`config.mk`:
```
export PLATFORM = sky130hd
export DESIGN_NAME = fraction_add_reduce_unit
export DESIGN_NICKNAME = d
export VERILOG_FILES = /design/src/hdl/fadr_pkg.sv /design/src/hdl/fadr_datapath.sv /design/src/hdl/fadr_ctrl.sv /design/src/hdl/fraction_add_reduce_unit.sv
export SDC_FILE = /design/constraint.sdc
export NUM_CORES = 2
export LEC_CHECK = 0
export BUFFER_PORTS_ARGS = -buffer_cell sky130_fd_sc_hd__buf_4
export CAP_MARGIN = 20
export CORE_UTILIZATION = 56
export DETAILED_ROUTE_END_ITERATION = 12
export GPL_TIMING_DRIVEN = 1
export PLACE_DENSITY_LB_ADDON = 0.3
export SYNTH_ARGS = -nofsm -noshare
export SYNTH_HDL_FRONTEND = slang
export SYNTH_SLANG_ARGS = --single-unit
```
`constraint.sdc`:
```
create_clock -name clock -period 9.9 [get_ports clock]
set_input_delay 0.99 -clock clock [delete_from_list [all_inputs] [get_ports clock]]
set_output_delay 0.99 -clock clock [all_outputs]
set_load 0.005 [all_outputs]
```
`src/hdl/fadr_pkg.sv`:
```
// ----------------------------------------------------------------------------
// fadr_pkg
// shared widths, command and status types for the fraction add/reduce unit
// ----------------------------------------------------------------------------
package fadr_pkg;

   // operand width of the numerators; denominators are one bit narrower
   localparam int OPERAND_WIDTH = 16;
   localparam int DEN_IN_W      = OPERAND_WIDTH - 1;

   // exact cross-multiplied sum, signed
   localparam int SUM_W         = 2 * OPERAND_WIDTH;
   // magnitude of the sum and product denominator both fit here
   localparam int DIV_W         = 2 * OPERAND_WIDTH - 1;
   // divider bit counter and gcd power-of-two count
   localparam int DIV_CNT_W     = $clog2(DIV_W);
   localparam int SHIFT_W       = $clog2(DIV_W);

   // result field widths
   localparam int NUM_OUT_W     = 32;
   localparam int DEN_OUT_W     = 30;

   typedef enum logic [1:0] {
      MUL_NUM_A,
      MUL_NUM_B,
      MUL_DEN
   } mul_sel_type;

   typedef enum logic {
      DIV_SRC_NUM,
      DIV_SRC_DEN
   } div_src_type;

   typedef struct packed {
      logic        load;
      logic        mul_en;
      mul_sel_type mul_sel;
      logic        sum_en;
      logic        gcd_step;
      logic        div_init;
      div_src_type div_src;
      logic        div_step;
      logic        quo_num_store;
      logic        out_load;
   } fadr_cmd_type;

   typedef struct packed {
      logic zero_den;
      logic gcd_done;
   } fadr_status_type;

endpackage

```
`src/hdl/fadr_datapath.sv`:
```
// ----------------------------------------------------------------------------
// fadr_datapath
// operand registers, shared multiplier, binary gcd, shared restoring divider
// ----------------------------------------------------------------------------
module fadr_datapath
   import fadr_pkg::*;
(
   input  logic                        clock,
   input  logic                        reset,
   input  logic signed [OPERAND_WIDTH-1:0] req_first_numerator,
   input  logic        [DEN_IN_W-1:0]  req_first_denominator,
   input  logic signed [OPERAND_WIDTH-1:0] req_second_numerator,
   input  logic        [DEN_IN_W-1:0]  req_second_denominator,
   input  fadr_cmd_type                cmd,
   output fadr_status_type             status,
   output logic signed [NUM_OUT_W-1:0] rsp_sum_numerator,
   output logic        [DEN_OUT_W-1:0] rsp_sum_denominator,
   output logic                        rsp_zero_denominator_error
);

   logic signed [OPERAND_WIDTH-1:0] n1_ff, n2_ff;
   logic        [DEN_IN_W-1:0]      d1_ff, d2_ff;
   logic signed [SUM_W-1:0]         prod_a_ff, prod_b_ff;
   logic        [DIV_W-1:0]         den_ff, mag_ff;
   logic                            neg_ff;
   logic        [DIV_W-1:0]         a_ff, b_ff;
   logic        [SHIFT_W-1:0]       k_ff;
   logic        [DIV_W-1:0]         dq_ff, rem_ff, divisor_ff;
   logic        [DIV_W-1:0]         quo_num_ff;
   logic signed [NUM_OUT_W-1:0]     out_num_ff;
   logic        [DEN_OUT_W-1:0]     out_den_ff;
   logic                            out_err_ff;

   logic signed [OPERAND_WIDTH-1:0] mul_a, mul_b;
   logic signed [SUM_W-1:0]         product;
   logic signed [SUM_W-1:0]         sum, mag_full;
   logic        [DIV_W-1:0]         a_in, b_in;
   logic        [SHIFT_W-1:0]       k_in;
   logic        [DIV_W-1:0]         gcd_val;
   logic        [DIV_W:0]           rem_sh, diff;
   logic                            zero_den;
   logic signed [SUM_W-1:0]         num_signed;

   assign zero_den = (d1_ff == '0) || (d2_ff == '0);
   assign status.zero_den = zero_den;
   assign status.gcd_done = (a_ff == '0);

   // operand select for the one multiplier
   always_comb begin
      case (cmd.mul_sel)
         MUL_NUM_A: begin
            mul_a = n1_ff;
            mul_b = $signed({1'b0, d2_ff});
         end
         MUL_NUM_B: begin
            mul_a = n2_ff;
            mul_b = $signed({1'b0, d1_ff});
         end
         MUL_DEN: begin
            mul_a = $signed({1'b0, d1_ff});
            mul_b = $signed({1'b0, d2_ff});
         end
         default: begin
            mul_a = '0;
            mul_b = '0;
         end
      endcase
   end

   assign product  = SUM_W'(mul_a) * SUM_W'(mul_b);
   assign sum      = prod_a_ff + prod_b_ff;
   assign mag_full = sum[SUM_W-1] ? (SUM_W'(0) - sum) : sum;

   // one binary gcd step
   always_comb begin
      a_in = a_ff;
      b_in = b_ff;
      k_in = k_ff;
      if (!a_ff[0] && !b_ff[0]) begin
         a_in = a_ff >> 1;
         b_in = b_ff >> 1;
         k_in = k_ff + SHIFT_W'(1);
      end else if (!a_ff[0]) begin
         a_in = a_ff >> 1;
      end else if (!b_ff[0]) begin
         b_in = b_ff >> 1;
      end else if (a_ff >= b_ff) begin
         a_in = a_ff - b_ff;
      end else begin
         b_in = b_ff - a_ff;
      end
   end

   assign gcd_val = b_ff << k_ff;

   // restoring divider trial subtract
   assign rem_sh = {rem_ff, dq_ff[DIV_W-1]};
   assign diff   = rem_sh - {1'b0, divisor_ff};

   assign num_signed = neg_ff ? (SUM_W'(0) - SUM_W'(quo_num_ff)) : SUM_W'(quo_num_ff);

   always_ff @(posedge clock) begin
      if (cmd.load) begin
         n1_ff <= req_first_numerator;
         d1_ff <= req_first_denominator;
         n2_ff <= req_second_numerator;
         d2_ff <= req_second_denominator;
      end
      if (cmd.mul_en) begin
         case (cmd.mul_sel)
            MUL_NUM_A: prod_a_ff <= product;
            MUL_NUM_B: prod_b_ff <= product;
            MUL_DEN:   den_ff    <= product[DIV_W-1:0];
            default:   prod_a_ff <= prod_a_ff;
         endcase
      end
      if (cmd.sum_en) begin
         neg_ff <= sum[SUM_W-1];
         mag_ff <= mag_full[DIV_W-1:0];
         a_ff   <= mag_full[DIV_W-1:0];
         b_ff   <= den_ff;
         k_ff   <= '0;
      end else if (cmd.gcd_step) begin
         a_ff <= a_in;
         b_ff <= b_in;
         k_ff <= k_in;
      end
      if (cmd.div_init) begin
         dq_ff      <= (cmd.div_src == DIV_SRC_NUM) ? mag_ff : den_ff;
         rem_ff     <= '0;
         divisor_ff <= gcd_val;
      end else if (cmd.div_step) begin
         if (!diff[DIV_W]) begin
            rem_ff <= diff[DIV_W-1:0];
            dq_ff  <= {dq_ff[DIV_W-2:0], 1'b1};
         end else begin
            rem_ff <= rem_sh[DIV_W-1:0];
            dq_ff  <= {dq_ff[DIV_W-2:0], 1'b0};
         end
      end
      if (cmd.quo_num_store) begin
         quo_num_ff <= dq_ff;
      end
      if (cmd.out_load) begin
         if (zero_den) begin
            out_num_ff <= '0;
            out_den_ff <= DEN_OUT_W'(1);
            out_err_ff <= 1'b1;
         end else begin
            out_num_ff <= NUM_OUT_W'(num_signed);
            out_den_ff <= DEN_OUT_W'(dq_ff);
            out_err_ff <= 1'b0;
         end
      end
   end

   assign rsp_sum_numerator          = out_num_ff;
   assign rsp_sum_denominator        = out_den_ff;
   assign rsp_zero_denominator_error = out_err_ff;

   // gcd operand b never reaches zero while stepping
   a_gcd_b_nonzero: assert property (@(posedge clock) disable iff (reset)
      cmd.gcd_step |-> (b_ff != '0))
      else $error("gcd operand b is zero during a step");

   // divisor loaded into the divider is never zero
   a_div_nonzero: assert property (@(posedge clock) disable iff (reset)
      cmd.div_init |-> (gcd_val != '0))
      else $error("divider started with a zero divisor");

   // the gcd divides the numerator magnitude exactly
   a_num_exact: assert property (@(posedge clock) disable iff (reset)
      cmd.quo_num_store |-> (rem_ff == '0))
      else $error("numerator division left a remainder");

endmodule

```
`src/hdl/fadr_ctrl.sv`:
```
// ----------------------------------------------------------------------------
// fadr_ctrl
// sequencer for multiply, sum, gcd and the two divisions; owns rsp_valid
// ----------------------------------------------------------------------------
module fadr_ctrl
   import fadr_pkg::*;
(
   input  logic            clock,
   input  logic            reset,
   input  logic            req_valid,
   output logic            req_stall,
   output logic            rsp_valid,
   input  logic            rsp_stall,
   input  fadr_status_type status,
   output fadr_cmd_type    cmd
);

   typedef enum logic [3:0] {
      ST_IDLE,
      ST_MUL_A,
      ST_MUL_B,
      ST_MUL_C,
      ST_SUM,
      ST_GCD,
      ST_DIV_NUM_INIT,
      ST_DIV_NUM,
      ST_DIV_DEN_INIT,
      ST_DIV_DEN,
      ST_DONE
   } state_type;

   state_type            state_ff, state_in;
   logic [DIV_CNT_W-1:0] cnt_ff, cnt_in;
   logic                 rsp_valid_ff, rsp_valid_in;
   logic                 cnt_last;

   assign cnt_last  = (cnt_ff == DIV_CNT_W'(DIV_W - 1));
   assign req_stall = (state_ff != ST_IDLE);
   assign rsp_valid = rsp_valid_ff;

   always_comb begin
      state_in     = state_ff;
      cnt_in       = '0;
      rsp_valid_in = rsp_valid_ff && rsp_stall;
      cmd          = '0;
      cmd.mul_sel  = MUL_NUM_A;
      cmd.div_src  = DIV_SRC_NUM;
      case (state_ff)
         ST_IDLE: begin
            if (req_valid) begin
               cmd.load = 1'b1;
               state_in = ST_MUL_A;
            end
         end
         ST_MUL_A: begin
            if (status.zero_den) begin
               state_in = ST_DONE;
            end else begin
               cmd.mul_en  = 1'b1;
               cmd.mul_sel = MUL_NUM_A;
               state_in    = ST_MUL_B;
            end
         end
         ST_MUL_B: begin
            cmd.mul_en  = 1'b1;
            cmd.mul_sel = MUL_NUM_B;
            state_in    = ST_MUL_C;
         end
         ST_MUL_C: begin
            cmd.mul_en  = 1'b1;
            cmd.mul_sel = MUL_DEN;
            state_in    = ST_SUM;
         end
         ST_SUM: begin
            cmd.sum_en = 1'b1;
            state_in   = ST_GCD;
         end
         ST_GCD: begin
            if (status.gcd_done) begin
               state_in = ST_DIV_NUM_INIT;
            end else begin
               cmd.gcd_step = 1'b1;
            end
         end
         ST_DIV_NUM_INIT: begin
            cmd.div_init = 1'b1;
            cmd.div_src  = DIV_SRC_NUM;
            state_in     = ST_DIV_NUM;
         end
         ST_DIV_NUM: begin
            cmd.div_step = 1'b1;
            if (cnt_last) begin
               state_in = ST_DIV_DEN_INIT;
            end else begin
               cnt_in = cnt_ff + DIV_CNT_W'(1);
            end
         end
         ST_DIV_DEN_INIT: begin
            cmd.quo_num_store = 1'b1;
            cmd.div_init      = 1'b1;
            cmd.div_src       = DIV_SRC_DEN;
            state_in          = ST_DIV_DEN;
         end
         ST_DIV_DEN: begin
            cmd.div_step = 1'b1;
            if (cnt_last) begin
               state_in = ST_DONE;
            end else begin
               cnt_in = cnt_ff + DIV_CNT_W'(1);
            end
         end
         ST_DONE: begin
            // hand the result over once the output register is free
            if (!rsp_valid_ff || !rsp_stall) begin
               cmd.out_load = 1'b1;
               rsp_valid_in = 1'b1;
               state_in     = ST_IDLE;
            end
         end
         default: begin
            state_in = ST_IDLE;
         end
      endcase
   end

   always_ff @(posedge clock) begin
      if (reset) begin
         state_ff     <= ST_IDLE;
         cnt_ff       <= '0;
         rsp_valid_ff <= 1'b0;
      end else begin
         state_ff     <= state_in;
         cnt_ff       <= cnt_in;
         rsp_valid_ff <= rsp_valid_in;
      end
   end

   // bit counter rests at zero outside the divisions
   a_cnt_idle: assert property (@(posedge clock) disable iff (reset)
      (state_ff != ST_DIV_NUM && state_ff != ST_DIV_DEN) |-> (cnt_ff == '0))
      else $error("divider counter running outside a division");

   // an accepted transfer starts the multiply sequence
   a_accept_start: assert property (@(posedge clock) disable iff (reset)
      (req_valid && !req_stall) |=> (state_ff == ST_MUL_A))
      else $error("accepted transfer did not start the sequence");

   // a waiting result is never overwritten
   a_no_overwrite: assert property (@(posedge clock) disable iff (reset)
      !(cmd.out_load && rsp_valid_ff && rsp_stall))
      else $error("output register overwritten while stalled");

endmodule

```
`src/hdl/fraction_add_reduce_unit.sv`:
```
// ----------------------------------------------------------------------------
// fraction_add_reduce_unit
// adds two fractions and reduces the sum to lowest terms
// ----------------------------------------------------------------------------
// sequence from accept to rsp_valid: three multiplies, sum, binary gcd loop,
// division of the numerator, division of the denominator, output load;
// division width DIV_W = 31; one item in flight; a zero denominator skips the
// multiplies, gcd and divisions and answers with the error flag set
// the next transfer is accepted while the previous result waits in rsp; the
// new result then holds until rsp is free; sync reset clears sequencer, rsp_valid
module fraction_add_reduce_unit
   import fadr_pkg::*;
(
   input  logic                            clock,
   input  logic                            reset,
   // request channel
   input  logic                            req_valid,
   output logic                            req_stall,
   input  logic signed [OPERAND_WIDTH-1:0] req_first_numerator,
   input  logic        [DEN_IN_W-1:0]      req_first_denominator,
   input  logic signed [OPERAND_WIDTH-1:0] req_second_numerator,
   input  logic        [DEN_IN_W-1:0]      req_second_denominator,
   // response channel
   output logic                            rsp_valid,
   input  logic                            rsp_stall,
   output logic signed [NUM_OUT_W-1:0]     rsp_sum_numerator,
   output logic        [DEN_OUT_W-1:0]     rsp_sum_denominator,
   output logic                            rsp_zero_denominator_error
);

   // command and status between sequencer and datapath
   fadr_cmd_type    cmd;
   fadr_status_type status;

   // sequencer: multiply x3, sum, gcd loop, two divisions, output handoff
   fadr_ctrl u_ctrl (
      .clock     (clock),
      .reset     (reset),
      .req_valid (req_valid),
      .req_stall (req_stall),
      .rsp_valid (rsp_valid),
      .rsp_stall (rsp_stall),
      .status    (status),
      .cmd       (cmd)
   );

   // datapath: shared multiplier, binary gcd, one restoring divider used
   // for both the numerator and the denominator, and the output register
   fadr_datapath u_datapath (
      .clock                      (clock),
      .reset                      (reset),
      .req_first_numerator        (req_first_numerator),
      .req_first_denominator      (req_first_denominator),
      .req_second_numerator       (req_second_numerator),
      .req_second_denominator     (req_second_denominator),
      .cmd                        (cmd),
      .status                     (status),
      .rsp_sum_numerator          (rsp_sum_numerator),
      .rsp_sum_denominator        (rsp_sum_denominator),
      .rsp_zero_denominator_error (rsp_zero_denominator_error)
   );

endmodule
```
==> results.yml <==
synthesis:
  yosys-top-cells-area: "edfxtp_1 (34%), fa_1 (14%), ha_1 (7.3%), inv_1 (4.4%), nor2_1 (3.9%)"
  synth_ff_type: "edfxtp_1"
  ys_types: 88
  ys_ff_latch: 453
  synth_common_cells: "inv_1 (425), edfxtp_1 (407), nor2_1 (379)"
  syn_area_per_cell_sq_um: 9.88
  synth-edff-count: 407
  yosysMostFrequentCell: "inv_1"
  synth_nets: 4185
  yosys_warnings: 0
  postSynthCellCount: 3658
  async_reset_ff_frac: 0
  syn-cell-area_sq_um: 36100
  synth_top_area_frac: 0.338
  yosysSeqAreaShare: 0.364
  yosys.area.top_type: "edfxtp_1"
timing:
  setup_viol: 0
  fmax_mhz: 114
  hold_viol_final: 0
  worst_pin_slew_ns: 1.08
  rsz0062_at_grt: "false"
  maxSlewHeadroom: 0.268
  setup-tns-final_ns: 0
  period_share: 0.883
  period_minus_slack_ns: 8.74
  fin_skew_ns: 0.0597
  maxSlewViolCount: 0
grt:
  grt_usage: 0.291
  antenna_found_initial: 0
  grt_overflow_total: 0
  grt_max_degree: 64
  grt_pass1_vias: 27000
  grt_pass1_wl_mm: 150
setup_path:
  critical_path_required_ns: 10.22
  crit_type: "flop to flop"
  cpLargestDelayFamily: "adder cells"
  critical_path.slowest_cell: "mux2i_1"
  critPathArrivalTime_ns: 9.06
  r2r-start: "u_ctrl.state_ff[1]"
  startpoint: "u_ctrl.state_ff[1]"
  cp_max_fo: 24
  cp-end-kind: "flop"
  crit_buf_inv: 5
  cp_common_cell: "fa_1"
  critPathMaxStageDelay_ns: 0.68
  cp-start-kind: "flop"
cts:
  cts.sinks: 453
  cts_hold_buf: 0
  path_clk_slew_ns: 0.06
  ctsResizeCount: 0
  clock_tree.buffer_depth: 3
  cts_tree: "done"
  cts_buffers: 50
  cts_setup_buffers: 0
  root_buffer: "clkbuf_16"
  clkLatencyLatePin_ns: 0.64
  h-tree-depth: 2
floorplanning:
  die_w_microns: 256
  die_y_microns: 256
  num_rows: 92
  floorplan.initialDensity: 0.570
  num_io_pins: 131
  coreArea_sq_um: 63400
  die-area_sq_um: 65600
drt:
  antenna_left: 0
  detail_route.wl_per_cell_microns: 20.7
  viasPerCell: 5.92
  drt_first_pass_iters: 6
  drc: 0
  vias: 27300
  drt-total-wl_mm: 95.4
  drtIter0Drc: 2533
layout:
  area_growth_pct: 9.77
  drive_above_1_share: 0.0863
  antenna_cells: 0
  design_area_sq_um: 39700
  num-nets-final: 4253
status:
  status: "finished clean"
place:
  hpwl_mm: 74.8
  numPortBuffers: 130
  dpl_cell_area_sq_um: 38000
  gp_congestion: 1.00
flow_run:
  cap_violations: 0
min_path:
  min_from: "u_ctrl.cnt_ff[0]"
  hp-class: "flop to flop"
[metal layers]
layer / part of all wire / routed length (microns) / vias to the layer above / global-route usage
met5: 0 / 0 / - / 0
met4: 0.039 / 3740 / 0 / 0.112
met3: 0.064 / 6070 / 210 / 0.0290
met2: 0.49 / 47000 / 1042 / 0.508
met1: 0.40 / 38600 / 13200 / 0.374
li1: - / - / 12900 / -
[worst register-to-register path: cells and delay by family, from the launching register on]
| family | cells | cell delay [ns] |
|---|---|---|
| compound gates | 7 | 1.84 |
| buf+inv | 5 | 0.41 |
| simple gates | 5 | 1.69 |
| xor+xnor | 1 | 0.12 |
| fa+ha+maj | 7 | 3.13 |
| mux | 1 | 0.70 |
| flops | 1 | 0.59 |
[final timing paths]
kind | endpoint | slack [ns] | cells after the start
max | u_datapath.prod_a_ff[30] | 1.16 | 26
min | u_ctrl.cnt_ff[0] | 0.47 | 1
max reg2reg | u_datapath.prod_a_ff[30] | 1.16 | 26
min reg2reg | u_ctrl.cnt_ff[0] | 0.47 | 1
[state kept, by name (all words and copies together), names as in the netlist]
name                                   count
u_datapath.b_ff                           31
u_datapath.dq_ff                          31
u_datapath.a_ff                           31
u_datapath.divisor_ff                     31
u_datapath.k_ff                            5
u_ctrl.state_ff                            4
u_datapath.mag_ff                         31
u_datapath.n2_ff                          16
u_datapath.n1_ff                          16
u_datapath.d2_ff                          15
u_datapath.rem_ff                         31
u_datapath.prod_a_ff                      32
u_ctrl.rsp_valid                           1
u_datapath.d1_ff                          15
u_datapath.rsp_zero_denominator_error      1
u_datapath.neg_ff                          1
u_datapath.den_ff                         31
u_datapath.prod_b_ff                      32
u_datapath.rsp_sum_numerator              32
u_datapath.rsp_sum_denominator            30
u_datapath.quo_num_ff                     31
u_ctrl.cnt_ff                              5
[through the flow]
step | cells | setup slack, ns | util | hold WS, ns
after floorplan | 3658 | 0.897 | - | 0.426
final | 4612 | 1.16 | 0.626 | 0.469
after global routing | 4612 | 0.551 | 0.626 | 0.497
after global placement | 4519 | 1.47 | 0.599 | 0.443
after CTS | 4611 | 1.19 | 0.625 | 0.476
after detailed placement | 4519 | 1.22 | 0.599 | 0.462
[logic make-up (layout without fill, tap and decap cells)]
kind of cell    Yosys count  in the layout  synth area share
simple gates           1038           1038             0.130
fa+ha+maj               461            461             0.212
buf+inv                 587            695            0.0613
compound gates          807            807             0.149
mux                     115            115            0.0365
xor+xnor                197            197            0.0477
flops                   453            453             0.364
[placed cells by master, fill, tap and decap left out, drive strengths merged, types with 46 or more instances in the layout]
master / Yosys / final
nand2: 321 / 321
fa: 250 / 250
a21oi: 216 / 216
clkbuf: 142 / 66
a21o: 102 / 102
and3: 46 / 46
xor2: 82 / 82
nor3: 56 / 56
o21ai: 167 / 167
edfxtp: 407 / 407
buf: 19 / 176
nor2: 379 / 379
dfxtp: 46 / 46
inv: 425 / 429
mux2i: 88 / 88
xnor2: 115 / 115
ha: 211 / 211
[cell type report]
type,instances,area [sq um]
repair buffers,177,1330
fillers,5272,23700
flip-flops and latches,453,13100
clock buffers,66,1360
inverters,426,1600
clock inverters,26,319
multi-input cells,2618,20900
well taps,846,1060
Power is left out: the tool's default activity adds up to more than one toggle a clock period on the data nets, which glitch-free logic cannot reach.
